File: src/qxmm_pkg.sv
// Shared constants, types and helpers for the quad X motor mixer.
`timescale 1ns / 1ps
package qxmm_pkg;

    localparam int DUTY_BITS   = 16;
    localparam int FIELD_BITS  = 16;
    localparam int SUM_BITS    = FIELD_BITS + 2;
    localparam int CLAMP_BITS  = 15;
    localparam int ONE_Q14     = 16384;
    localparam int SCALE_STEPS = 1000;
    localparam int X_BITS      = 10;
    localparam int MAG_BITS    = FIELD_BITS;
    localparam int PROD_BITS   = X_BITS + MAG_BITS;
    localparam int CNT_BITS    = $clog2(MAG_BITS);
    localparam int REM_BITS    = X_BITS;
    localparam int CAP_BITS    = 21;

    localparam logic [CAP_BITS-1:0] DUTY_CAP =
        CAP_BITS'((64'd1 << DUTY_BITS) - 64'd1);

    localparam logic [1:0] MODE_TICK   = 2'd0;
    localparam logic [1:0] MODE_MIX    = 2'd1;
    localparam logic [1:0] MODE_ARM    = 2'd2;
    localparam logic [1:0] MODE_DISARM = 2'd3;

    localparam logic [1:0] CFG_MIN_PWM   = 2'd0;
    localparam logic [1:0] CFG_MAX_PWM   = 2'd1;
    localparam logic [1:0] CFG_ARM_HOLD  = 2'd2;

    localparam logic [15:0] RST_MIN_PWM  = 16'd3277;
    localparam logic [15:0] RST_MAX_PWM  = 16'd6554;
    localparam logic [15:0] RST_ARM_HOLD = 16'd3000;

    localparam logic [1:0] MOTOR_FR = 2'd0;
    localparam logic [1:0] MOTOR_FL = 2'd1;
    localparam logic [1:0] MOTOR_RR = 2'd2;
    localparam logic [1:0] MOTOR_RL = 2'd3;

    typedef struct packed {
        logic                       start;
        logic signed [SUM_BITS-1:0] sum;
    } t_duty_req;

    // Saturate a non-negative duty at the top of the duty range.
    function automatic logic [15:0] sat_duty(input logic [16:0] v);
        logic [CAP_BITS-1:0] wide;
        begin
            wide = CAP_BITS'(v);
            if (wide > DUTY_CAP) begin
                sat_duty = DUTY_CAP[15:0];
            end else begin
                sat_duty = v[15:0];
            end
        end
    endfunction

endpackage

File: src/qxmm_duty_serial.sv
// Bit-serial duty unit: clamps one motor sum, scales it and maps it to a duty count.
`timescale 1ns / 1ps
module qxmm_duty_serial (
    input  logic                i_clk,
    input  logic                i_rst_n,
    input  qxmm_pkg::t_duty_req i_req,
    input  logic [15:0]         i_min_pwm,
    input  logic [15:0]         i_max_pwm,
    output logic                o_done,
    output logic [15:0]         o_duty
);
    import qxmm_pkg::*;

    localparam logic [1:0] PH_IDLE = 2'd0;
    localparam logic [1:0] PH_MUL  = 2'd1;
    localparam logic [1:0] PH_DIV  = 2'd2;
    localparam logic [1:0] PH_FIN  = 2'd3;

    localparam logic [CNT_BITS-1:0] MUL_LAST = CNT_BITS'(X_BITS - 1);
    localparam logic [CNT_BITS-1:0] DIV_LAST = CNT_BITS'(MAG_BITS - 1);
    localparam logic [REM_BITS:0]   DIVISOR  = (REM_BITS+1)'(SCALE_STEPS);
    localparam logic [SUM_BITS-1:0] ONE_SUM  = SUM_BITS'(ONE_Q14);

    logic [1:0]            r_phase;
    logic [CNT_BITS-1:0]   r_cnt;
    logic [X_BITS-1:0]     r_x;
    logic [MAG_BITS-1:0]   r_mag;
    logic                  r_neg;
    logic [15:0]           r_min;
    logic [PROD_BITS-1:0]  r_acc;
    logic [REM_BITS-1:0]   r_rem;
    logic [MAG_BITS-1:0]   r_dvd;
    logic                  r_done;
    logic [15:0]           r_duty;

    logic [CLAMP_BITS-1:0] w_clamp;
    logic [24:0]           w_x1000;
    logic signed [16:0]    w_diff;
    logic [MAG_BITS-1:0]   w_mag;
    logic [PROD_BITS-1:0]  n_acc;
    logic [REM_BITS:0]     w_trial;
    logic                  w_qbit;
    logic [REM_BITS-1:0]   n_rem;
    logic signed [17:0]    w_duty;
    logic [15:0]           n_duty;

    always_comb begin
        if (i_req.sum[SUM_BITS-1]) begin
            w_clamp = '0;
        end else if (i_req.sum > ONE_SUM) begin
            w_clamp = CLAMP_BITS'(ONE_Q14);
        end else begin
            w_clamp = i_req.sum[CLAMP_BITS-1:0];
        end
        // times 1000 as 1024 - 16 - 8
        w_x1000 = 25'({w_clamp, 10'b0}) - 25'({w_clamp, 4'b0}) - 25'({w_clamp, 3'b0});
        w_diff  = $signed({1'b0, i_max_pwm}) - $signed({1'b0, i_min_pwm});
        w_mag   = w_diff[16] ? 16'(-w_diff) : w_diff[15:0];

        n_acc   = {r_acc[PROD_BITS-2:0], 1'b0} + (r_x[X_BITS-1] ? PROD_BITS'(r_mag) : '0);

        w_trial = {r_rem, r_dvd[MAG_BITS-1]};
        w_qbit  = (w_trial >= DIVISOR);
        n_rem   = w_qbit ? REM_BITS'(w_trial - DIVISOR) : w_trial[REM_BITS-1:0];

        if (r_neg) begin
            w_duty = $signed({2'b0, r_min}) - $signed({2'b0, r_dvd});
        end else begin
            w_duty = $signed({2'b0, r_min}) + $signed({2'b0, r_dvd});
        end
        n_duty = w_duty[17] ? 16'd0 : sat_duty(w_duty[16:0]);
    end

    always_ff @(posedge i_clk) begin
        if (!i_rst_n) begin
            r_phase <= PH_IDLE;
            r_cnt   <= '0;
            r_done  <= 1'b0;
        end else begin
            r_done <= 1'b0;
            case (r_phase)
                PH_IDLE: begin
                    if (i_req.start) begin
                        r_phase <= PH_MUL;
                        r_cnt   <= MUL_LAST;
                    end
                end
                PH_MUL: begin
                    if (r_cnt == '0) begin
                        r_phase <= PH_DIV;
                        r_cnt   <= DIV_LAST;
                    end else begin
                        r_cnt <= r_cnt - 1'b1;
                    end
                end
                PH_DIV: begin
                    if (r_cnt == '0) begin
                        r_phase <= PH_FIN;
                    end else begin
                        r_cnt <= r_cnt - 1'b1;
                    end
                end
                PH_FIN: begin
                    r_phase <= PH_IDLE;
                    r_done  <= 1'b1;
                end
                default: begin
                    r_phase <= PH_IDLE;
                end
            endcase
        end
    end

    always_ff @(posedge i_clk) begin
        case (r_phase)
            PH_IDLE: begin
                if (i_req.start) begin
                    r_x   <= w_x1000[23:14];
                    r_mag <= w_mag;
                    r_neg <= w_diff[16];
                    r_min <= i_min_pwm;
                    r_acc <= '0;
                end
            end
            PH_MUL: begin
                r_acc <= n_acc;
                r_x   <= {r_x[X_BITS-2:0], 1'b0};
                if (r_cnt == '0) begin
                    // product is below 1000 * 2^16, so its top bits seed the remainder
                    r_rem <= n_acc[PROD_BITS-1:MAG_BITS];
                    r_dvd <= n_acc[MAG_BITS-1:0];
                end
            end
            PH_DIV: begin
                r_rem <= n_rem;
                r_dvd <= {r_dvd[MAG_BITS-2:0], w_qbit};
            end
            PH_FIN: begin
                r_duty <= n_duty;
            end
            default: begin
                r_duty <= r_duty;
            end
        endcase
    end

    assign o_done = r_done;
    assign o_duty = r_duty;

endmodule

File: src/quad_x_motor_mixer_pwm_unit.sv
// Top level of the quad X motor mixer: arming control, motor sequencing and result buffering.
`timescale 1ns / 1ps
// Quad X motor mixer with duty-count output and arming hold. Tick, arm request and
// disarm requests are handled in the cycle they are accepted; arm and disarm leave a
// minimum-duty result in the result register that moves to the output once it is
// free. An armed mix request runs the four motors one after another through a single
// bit-serial duty unit: per motor a load step, a shift-add multiply of the range by the
// scaled motor sum, a long division by 1000 and a finish step. Mix requests while
// disarmed, arm requests while armed and all ticks give no result. A result waiting
// at the output does not hold off the next request; a second pending result or a
// running mix does.
module quad_x_motor_mixer_pwm_unit (
    input  logic                          i_clk,
    input  logic                          i_rst_n,
    input  logic                          i_valid,
    output logic                          o_stall,
    input  logic [1:0]                    i_mode,
    input  logic signed [qxmm_pkg::FIELD_BITS-1:0] i_throttle_cmd,
    input  logic signed [qxmm_pkg::FIELD_BITS-1:0] i_roll_cmd,
    input  logic signed [qxmm_pkg::FIELD_BITS-1:0] i_pitch_cmd,
    input  logic signed [qxmm_pkg::FIELD_BITS-1:0] i_yaw_cmd,
    input  logic                          i_cfg_we,
    input  logic [1:0]                    i_cfg_idx,
    input  logic [15:0]                   i_cfg_data,
    output logic                          o_valid,
    input  logic                          i_stall,
    output logic [15:0]                   o_duty_front_right,
    output logic [15:0]                   o_duty_front_left,
    output logic [15:0]                   o_duty_rear_right,
    output logic [15:0]                   o_duty_rear_left,
    output logic                          o_is_armed
);
    import qxmm_pkg::*;

    logic [15:0] r_min_pwm;
    logic [15:0] r_max_pwm;
    logic [15:0] r_arm_hold;

    logic        r_armed;
    logic        r_arming;
    logic [15:0] r_hold;

    logic        r_busy;
    logic        r_start;
    logic [1:0]  r_motor;
    logic signed [FIELD_BITS-1:0] r_thr;
    logic signed [FIELD_BITS-1:0] r_roll;
    logic signed [FIELD_BITS-1:0] r_pitch;
    logic signed [FIELD_BITS-1:0] r_yaw;

    logic        r_res_valid;
    logic [15:0] r_res_duty [4];
    logic        r_res_armed;

    logic        r_out_valid;
    logic [15:0] r_out_fr;
    logic [15:0] r_out_fl;
    logic [15:0] r_out_rr;
    logic [15:0] r_out_rl;
    logic        r_out_armed;

    logic        w_in_acc;
    logic        w_out_free;
    logic [15:0] n_hold;
    logic [15:0] w_lo;
    logic signed [SUM_BITS-1:0] w_sum;
    t_duty_req   w_req;
    logic        w_done;
    logic [15:0] w_duty;

    assign o_stall    = r_busy | r_res_valid;
    assign w_in_acc   = i_valid & ~o_stall;
    assign w_out_free = ~r_out_valid | ~i_stall;
    assign n_hold     = (r_hold == 16'hFFFF) ? r_hold : r_hold + 16'd1;
    assign w_lo       = sat_duty({1'b0, r_min_pwm});

    // X-frame signs: pitch adds on the front pair, roll on the right side,
    // yaw on the front-left / rear-right diagonal.
    always_comb begin
        logic signed [SUM_BITS-1:0] t;
        logic signed [SUM_BITS-1:0] r;
        logic signed [SUM_BITS-1:0] p;
        logic signed [SUM_BITS-1:0] y;
        t = SUM_BITS'(r_thr);
        r = SUM_BITS'(r_roll);
        p = SUM_BITS'(r_pitch);
        y = SUM_BITS'(r_yaw);
        case (r_motor)
            MOTOR_FR: w_sum = t + p + r - y;
            MOTOR_FL: w_sum = t + p - r + y;
            MOTOR_RR: w_sum = t - p + r + y;
            MOTOR_RL: w_sum = t - p - r - y;
            default:  w_sum = t;
        endcase
        w_req.start = r_start;
        w_req.sum   = w_sum;
    end

    qxmm_duty_serial u_duty (
        .i_clk     (i_clk),
        .i_rst_n   (i_rst_n),
        .i_req     (w_req),
        .i_min_pwm (r_min_pwm),
        .i_max_pwm (r_max_pwm),
        .o_done    (w_done),
        .o_duty    (w_duty)
    );

    always_ff @(posedge i_clk) begin
        if (!i_rst_n) begin
            r_min_pwm  <= RST_MIN_PWM;
            r_max_pwm  <= RST_MAX_PWM;
            r_arm_hold <= RST_ARM_HOLD;
        end else if (i_cfg_we) begin
            case (i_cfg_idx)
                CFG_MIN_PWM:  r_min_pwm  <= i_cfg_data;
                CFG_MAX_PWM:  r_max_pwm  <= i_cfg_data;
                CFG_ARM_HOLD: r_arm_hold <= i_cfg_data;
                default: begin
                    r_min_pwm <= r_min_pwm;
                end
            endcase
        end
    end

    always_ff @(posedge i_clk) begin
        if (!i_rst_n) begin
            r_armed     <= 1'b0;
            r_arming    <= 1'b0;
            r_hold      <= '0;
            r_busy      <= 1'b0;
            r_start     <= 1'b0;
            r_motor     <= MOTOR_FR;
            r_res_valid <= 1'b0;
            r_out_valid <= 1'b0;
        end else begin
            r_start <= 1'b0;

            if (w_in_acc) begin
                case (i_mode)
                    MODE_TICK: begin
                        if (r_arming) begin
                            r_hold <= n_hold;
                            if (n_hold >= r_arm_hold) begin
                                r_armed  <= 1'b1;
                                r_arming <= 1'b0;
                            end
                        end
                    end
                    MODE_MIX: begin
                        if (r_armed) begin
                            r_busy  <= 1'b1;
                            r_start <= 1'b1;
                            r_motor <= MOTOR_FR;
                        end
                    end
                    MODE_ARM: begin
                        if (!r_armed) begin
                            r_hold      <= '0;
                            r_res_valid <= 1'b1;
                            if (r_arm_hold == '0) begin
                                r_armed  <= 1'b1;
                                r_arming <= 1'b0;
                            end else begin
                                r_arming <= 1'b1;
                            end
                        end
                    end
                    MODE_DISARM: begin
                        r_armed     <= 1'b0;
                        r_arming    <= 1'b0;
                        r_hold      <= '0;
                        r_res_valid <= 1'b1;
                    end
                    default: begin
                        r_hold <= r_hold;
                    end
                endcase
            end

            // advance to the next motor, or close out the request after the last one
            if (w_done) begin
                if (r_motor == MOTOR_RL) begin
                    r_busy      <= 1'b0;
                    r_res_valid <= 1'b1;
                end else begin
                    r_motor <= r_motor + 2'd1;
                    r_start <= 1'b1;
                end
            end

            if (w_out_free) begin
                r_out_valid <= r_res_valid;
                if (r_res_valid) begin
                    r_res_valid <= 1'b0;
                end
            end
        end
    end

    // result payload
    always_ff @(posedge i_clk) begin
        if (w_in_acc && (i_mode == MODE_MIX) && r_armed) begin
            r_thr   <= i_throttle_cmd;
            r_roll  <= i_roll_cmd;
            r_pitch <= i_pitch_cmd;
            r_yaw   <= i_yaw_cmd;
        end
        if (w_in_acc && (i_mode == MODE_ARM) && !r_armed) begin
            r_res_duty[0] <= w_lo;
            r_res_duty[1] <= w_lo;
            r_res_duty[2] <= w_lo;
            r_res_duty[3] <= w_lo;
            r_res_armed   <= (r_arm_hold == '0);
        end else if (w_in_acc && (i_mode == MODE_DISARM)) begin
            r_res_duty[0] <= w_lo;
            r_res_duty[1] <= w_lo;
            r_res_duty[2] <= w_lo;
            r_res_duty[3] <= w_lo;
            r_res_armed   <= 1'b0;
        end else if (w_done) begin
            r_res_duty[r_motor] <= w_duty;
            r_res_armed         <= r_armed;
        end
        if (w_out_free && r_res_valid) begin
            r_out_fr    <= r_res_duty[0];
            r_out_fl    <= r_res_duty[1];
            r_out_rr    <= r_res_duty[2];
            r_out_rl    <= r_res_duty[3];
            r_out_armed <= r_res_armed;
        end
    end

    assign o_valid            = r_out_valid;
    assign o_duty_front_right = r_out_fr;
    assign o_duty_front_left  = r_out_fl;
    assign o_duty_rear_right  = r_out_rr;
    assign o_duty_rear_left   = r_out_rl;
    assign o_is_armed         = r_out_armed;

    a_busy_res_excl: assert property (@(posedge i_clk) disable iff (!i_rst_n)
        !(r_busy && r_res_valid))
        else $error("mix engine running while a result is pending");

    a_arm_excl: assert property (@(posedge i_clk) disable iff (!i_rst_n)
        !(r_armed && r_arming))
        else $error("armed and arming at once");

    a_done_busy: assert property (@(posedge i_clk) disable iff (!i_rst_n)
        w_done |-> r_busy)
        else $error("duty unit finished outside a mix request");

    a_last_motor: assert property (@(posedge i_clk) disable iff (!i_rst_n)
        (w_done && (r_motor == MOTOR_RL)) |=> (r_res_valid || r_out_valid))
        else $error("last motor finished without a result");

    a_start_busy: assert property (@(posedge i_clk) disable iff (!i_rst_n)
        r_start |-> (r_busy && !w_done))
        else $error("duty unit started outside a mix request");

endmodule
File: config.mk
export PLATFORM = sky130hd
export DESIGN_NAME = quad_x_motor_mixer_pwm_unit
export DESIGN_NICKNAME = d
export VERILOG_FILES = /design/src/qxmm_pkg.sv /design/src/qxmm_duty_serial.sv /design/src/quad_x_motor_mixer_pwm_unit.sv
export SDC_FILE = /design/constraint.sdc
export NUM_CORES = 1
export LEC_CHECK = 0
export BUFFER_PORTS_ARGS = -buffer_cell sky130_fd_sc_hd__clkbuf_2
export CAP_MARGIN = 20
export CORE_UTILIZATION = 60
export DETAILED_ROUTE_END_ITERATION = 10
export PLACE_DENSITY_LB_ADDON = 0.05
export SYNTH_ARGS = -nofsm -noshare
export SYNTH_HDL_FRONTEND = slang
export SYNTH_SLANG_ARGS = --single-unit
File: constraint.sdc
create_clock -name i_clk -period 16.15 [get_ports i_clk]
set_input_delay 0.8075 -clock i_clk [delete_from_list [all_inputs] [get_ports i_clk]]
set_output_delay 0.8075 -clock i_clk [all_outputs]
set_load 0.05 [all_outputs]
==> impl_metrics.ini, run 1 <==
[status]
status = completed

[clocking]
cts_buffers = 41
clkSinkCount = 383
clock_latency_ps = 580
ctsResizeCount = 0
cts_root_buf = clkbuf_16
cts_tree = yes
h-tree-depth = 2
clk_pin_slew_ps = 70
hold_buffers = 0
post-cts-setup-buffers = 0
max-clock-path-buffers = 3

[logic_synthesis]
synth.cell_area_um2 = 26160
synthSimpleGateAreaFrac_pct = 12.93
ys_ff_latch = 383
synth_mux_area_share_pct = 3.151
yosysTopAreaCell = edfxtp_1
synth_compound_area_share_pct = 16.33
synthAdderAreaFrac_pct = 16.97
ys_seq_area_share_pct = 40.94
synthCells = 2594
ys_types = 88
syn_area_per_cell_um2 = 10.09
netlist.area_leader.share_pct = 34.89
synth_nets = 2988
yosys.area_share.xor_xnor_pct = 5.189
synthTopCellsByArea = edfxtp_1 (35%), ha_1 (11%), fa_1 (6.4%), dfxtp_1 (6.0%), nand2_1 (3.6%)
synth_edf_count = 304
ys.warnings.count = 0
synth_top_family_by_area = adder cells
synth_ff_type = edfxtp_1
synthArstFlopShare_pct = 0

[power]
power.density_nw_per_um2 = 86.92
vdd_ir_drop_max_mv = 0.08259
power.leakage_uw = 0.01156

[die]
core.rowCount = 76
num_io_pins = 156
fp.coreArea_um2 = 43080
chipHeight_um = 210.8
start_util_pct = 60.74
die_w_um = 210.8
fp.dieArea_um2 = 44450

[detailed_routing]
wl_um = 63570
via_count = 19850
ant_nets = 0
drt_iter0_drc = 1412
via_per_inst = 5.927
dr.pass1.iters = 6
wire_per_inst_um = 18.98
drc = 0

[setup_path]
startpoint_type = flop
crit_slowest_cell = or4b_2
critPathMaxFanout = 9
worst_path_largest_cell_delay_ps = 630
cp-end-kind = flop
worstPathRequired_ps = 16570
crit_type = flop to flop
cpMostUsedCell = a21oi_1
cp.arrival_ps = 11050

[timing]
fmax_ghz = 0.09404
timing.final.hold_violations = 0
rsz0062_at_grt = false
hold_slack_ps = 405.1
setup_viol = 0
slew_viol_final = 0
fin_crit_sh_pct = 65.84
slew_headroom_pct = 25.24
finClkSkew_ps = 27.16
tns_ps = 0
period_minus_slack_ps = 10630
tightest_slew_ps = 1117

[finish]
drive_gt1_share_pct = 11.47
multi_input_area_um2 = 14300
largest_register_ffs = 64
top_regs = r_res_duty: 64 flops, u_duty.r_acc: 25 flops
fillers = 3386
diodes = 0
area_growth_syn_to_layout_pct = 10.35
regMostFlops = r_res_duty
nNetsFinal = 3126
layout.cells.non_filler = 3349
seq_area_um2 = 10710
post-route-util_pct = 67.03

[placed_design]
port_buffers = 155
dp_cells = 3274
place.gp.congestion = 0.9320
hpwlAfterDp_um = 48830

[global_route]
grt_max_degree = 81
antenna_found_initial = 0
grt.total_usage_pct = 28.70
grt_remaining_overflow = 0
grt_pass1_wl_um = 100500
grt_pass1_vias = 19380

[job]
max_cap_violations = 0

[hold_path]
min_path_type = primary input to flop
==> kinds of logic after synthesis <==
| group | Yosys count |
|---|---|
| mux | 75 |
| xor+xnor | 155 |
| flops | 383 |
| fa+ha+maj | 305 |
| compound gates | 654 |
| buf+inv | 313 |
| simple gates | 709 |
==> per-layer routing <==
| metal | vias to the layer above | routed length, um | share of wire, % | global-route usage (%) |
|---|---|---|---|---|
| li1 | 9592 | - | - | - |
| met1 | 9537 | 27380 | 43 | 37.11 |
| met2 | 596 | 30710 | 48 | 49.30 |
| met3 | 125 | 3561 | 5.6 | 4.668 |
| met4 | 0 | 1919 | 3.0 | 8.996 |
| met5 | - | 0 | 0 | 0 |
==> stage by stage <==
| step | area, um2 | worst slack [ps] | power [uW] |
|---|---|---|---|
| after global routing | 28870 | 4811 | 2604 |
| final | 28870 | 5516 | 2510 |
| after detailed placement | 27530 | 5598 | 1589 |
| after floorplan | 26160 | 6812 | 1474 |
| after global placement | 27530 | 5791 | 1575 |
| after CTS | 28870 | 5570 | 2523 |
==> final timing paths <==
path	cells past startpoint	slack [ps]	startpoint	to
worst max-delay path	43	5520	r_thr[0]	u_duty.r_x[9]
worst min-delay path	1	410	i_yaw_cmd[13]	r_yaw[13]
worst max register to register	43	5520	r_thr[0]	u_duty.r_x[9]
worst min register to register	0	410	r_res_duty[3][14]	o_duty_rear_left[14]
==> cells in the final DEF, fill, tap and decap left out, types with 7 or more instances in the layout <==
cell type    n
ha_1       222
fa_1        83
nand4_1     15
a2111oi_0    7
nor3_1      48
a211oi_1    26
o21a_1      23
mux2_2      59
o21bai_1    20
xor2_1      54
mux2i_1     16
and3_1      19
inv_1      232
a22oi_1     13
buf_4       17
clkbuf_2   155
o211ai_1    26
dfxtp_1     79
nand3_1     64
a31oi_1     21
or3_1       22
clkinv_1     7
clkbuf_16   41
and2_1      37
nor2_1     149
xnor2_1    101
nand2b_1    24
nand2_1    248
nor2b_1     32
edfxtp_1   304
a21oi_1    163
a21o_1      35
a21boi_0    41
o31ai_1     13
o21ai_0    156
a211o_1      9
clkbuf_1    12
nor4_1      13
==> critical path, delay by kind of cell (launching register included) <==
family / cells / cell delay [ps]
simple gates: 7 / 1960
xor+xnor: 1 / 210
flops: 1 / 380
fa+ha+maj: 6 / 2210
compound gates: 27 / 5590
buf+inv: 2 / 130
==> layout make-up <==
cell class,count,share of cell area (%)
Sequential cell,383,37.09
Timing Repair Buffer,172,3.129
Clock buffer,54,3.757
Clock inverter,21,0.8797
Multi-Input combinational cell,1898,49.54
Inverter,236,3.068
Tap cell,585,2.535
==> power breakdown <==
group          leakage (uW)  total [uW]  internal, uW  switching, uW
clock              0.000640         938           543            395
combinational       0.00753         402           145            257
sequential          0.00339        1170          1140           33.7
==> synth_stat cells, drive strengths merged, types with 24 or more instances <==
library cell / number
a21oi: 166
a211oi: 27
inv: 236
o21ai: 162
mux2: 59
nand3: 64
ha: 222
edfxtp: 304
nand2: 249
nor3: 48
nor2b: 32
xor2: 54
a21boi: 44
nor2: 151
xnor2: 101
fa: 83
a21o: 35
nand2b: 24
dfxtp: 79
o211ai: 26
and2: 37
clkbuf: 67
Note: power is estimated with default switching activity, not from simulation.
==> run 2, diff against run 1 <==
CORE_UTILIZATION = 56   (was 60)
clock period = 9 ns   (was 16.15 ns; I/O delays follow)
==> run 2 against run 1 <==
The flow now finishes with violations (negative setup slack); combinational power is 80% higher; die area is 7.1% higher; via count increased by 3.2%; critical endpoint unchanged; clock power grew 79%; global-route usage decreased by 1.1 points; flip-flop and latch count is the same; hold slack worse by 370 ps.
==> impl_metrics.ini, run 2 (synthesized netlist as in run 1, its figures left out) <==
[status]
status = complete, but fails checks
violations = negative setup slack

[timing]
fin_crit_sh_pct = 101.2
period_minus_slack_ps = 9109
rsz0062_at_grt = true
setup_viol = 2
setup_slack_ps = -109.0
finClkSkew_ps = 13.95
tightest_slew_ps = 1098
timing.final.hold_violations = 0
slew_headroom_pct = 26.53
fmax_ghz = 0.1098
slew_viol_final = 0

[finish]
post-route-util_pct = 68.30
largest_register_ffs = 64
top_regs = r_res_duty: 64 flops, u_duty.r_acc: 25 flops
final_common_cell = edfxtp_1
regMostFlops = r_res_duty
final_area_um2 = 31260
diodes = 0
layout_common_cells = edfxtp_1 (304), nand2_1 (239), buf_4 (231), inv_1 (228), ha_1 (203)
nNetsFinal = 3348
drive_gt1_share_pct = 21.98
area_growth_syn_to_layout_pct = 19.48

[placed_design]
place.gp.congestion = 0.9320
hpwlAfterDp_um = 50660
placed_area_um2 = 29130
port_buffers = 155

[global_route]
grt_remaining_overflow = 0
grt_pass1_vias = 20240
grt_max_degree = 81
antenna_found_initial = 0
grt.total_usage_pct = 27.56
grt_pass1_wl_um = 103700

[setup_path]
crit_type = flop to flop
worst_path_largest_cell_delay_ps = 600
cp.arrival_ps = 9530
critPathMaxFanout = 4
cp-end-kind = flop
worstPathRequired_ps = 9420
crit_slowest_cell = fa_1
startpoint_type = flop
cpMostUsedCell = a21oi_2

[detailed_routing]
dr.pass1.iters = 6
drt_iter0_drc = 1365
ant_nets = 0
via_per_inst = 5.715
wire_per_inst_um = 18.41
wl_um = 66010
drc = 0
via_count = 20490

[die]
num_io_pins = 156
fp.coreArea_um2 = 45770
die_w_um = 218.2
core.rowCount = 78
chipHeight_um = 218.2
fp.dieArea_um2 = 47590
start_util_pct = 57.16

[clocking]
cts_tree = yes
h-tree-depth = 2
clk_pin_slew_ps = 70
cts_buffers = 40
max-clock-path-buffers = 3
clkSinkCount = 383
clock_latency_ps = 590
cts_root_buf = clkbuf_16

[hold_path]
min_path_type = primary input to flop

[power]
power_switching_uw = 1239
comb_power_share_pct = 16.1
vdd_ir_drop_max_mv = 0.1640
power.leakage_uw = 0.01277
power.density_nw_per_um2 = 143.9
p_int_uw = 3260
seqPwrFrac_pct = 46.6
p_clk_share_pct = 37.3
power.total_uw = 4499
p_sw_share_pct = 27.54

[job]
max_cap_violations = 0
## run 2: repair_timing
action,CTS,global route
gates cloned,0,0
hold buffers,0,0
setup buffers,4,16
resized for setup,35,119
setup endpoints to repair,9,10
endpoints found under the hold margin,0,0
pin swaps,28,75
## run 2: final cells by class
type                            count  area [um2]
Timing Repair Buffer              395        2611
Inverter                          236       885.9
Sequential cell                   383       10710
Multi-Input combinational cell   1898       14980
Fill cell                        3529       14510
Tap cell                          600       750.7
Clock inverter                     24       277.8
Clock buffer                       49        1045
## run 2: stage by stage
stage,std cells,TNS [ps],hold WS [ps],setup WS (ps)
floorplan,2594,0,400.3,49.52
global placement,3492,-1651,405.2,-396.4
detailed placement,3492,-2971,404.5,-567.0
CTS,3569,-108.2,8.194,-55.49
global route,3585,-2293,18.25,-492.0
finish,3585,-124.4,32.96,-109.0
## run 2: worst max-delay path, delay by kind of cell (launching register included)
kind            cells  cell delay (ps)
fa+ha+maj           6             1770
buf+inv             3              300
flops               1              420
simple gates        7             1740
compound gates     27             4620
xor+xnor            1              110
## run 2: routing by layer
| metal | global-route usage [%] | wire length (um) | vias up | share of wire (%) |
|---|---|---|---|---|
| met4 | 8.112 | 1437 | 0 | 2.2 |
| li1 | - | - | 10020 | - |
| met1 | 36.40 | 29070 | 9813 | 44 |
| met3 | 2.839 | 2937 | 93 | 4.4 |
| met2 | 47.77 | 32560 | 563 | 49 |
| met5 | 0 | 0 | - | 0 |
## run 2: power by group through the flow
| stage | Sequential (uW) | Clock (uW) | Combinational, uW |
|---|---|---|---|
| finish | 2100 | 1680 | 724 |
| global route | 2110 | 1760 | 802 |
| CTS | 2100 | 1710 | 721 |
| detailed placement | 2140 | 0 | 714 |
| global placement | 2130 | 0 | 694 |
| floorplan | 2170 | 0 | 481 |
## run 2: path summary, 6_finish.rpt
kind	from	to	slack, ps	cells past startpoint
max	r_pitch[0]	u_duty.r_x[9]	-110	44
min	i_yaw_cmd[1]	r_yaw[1]	30	1
max reg2reg	r_pitch[0]	u_duty.r_x[9]	-110	44
min reg2reg	r_res_duty[1][11]	o_duty_front_left[11]	410	0
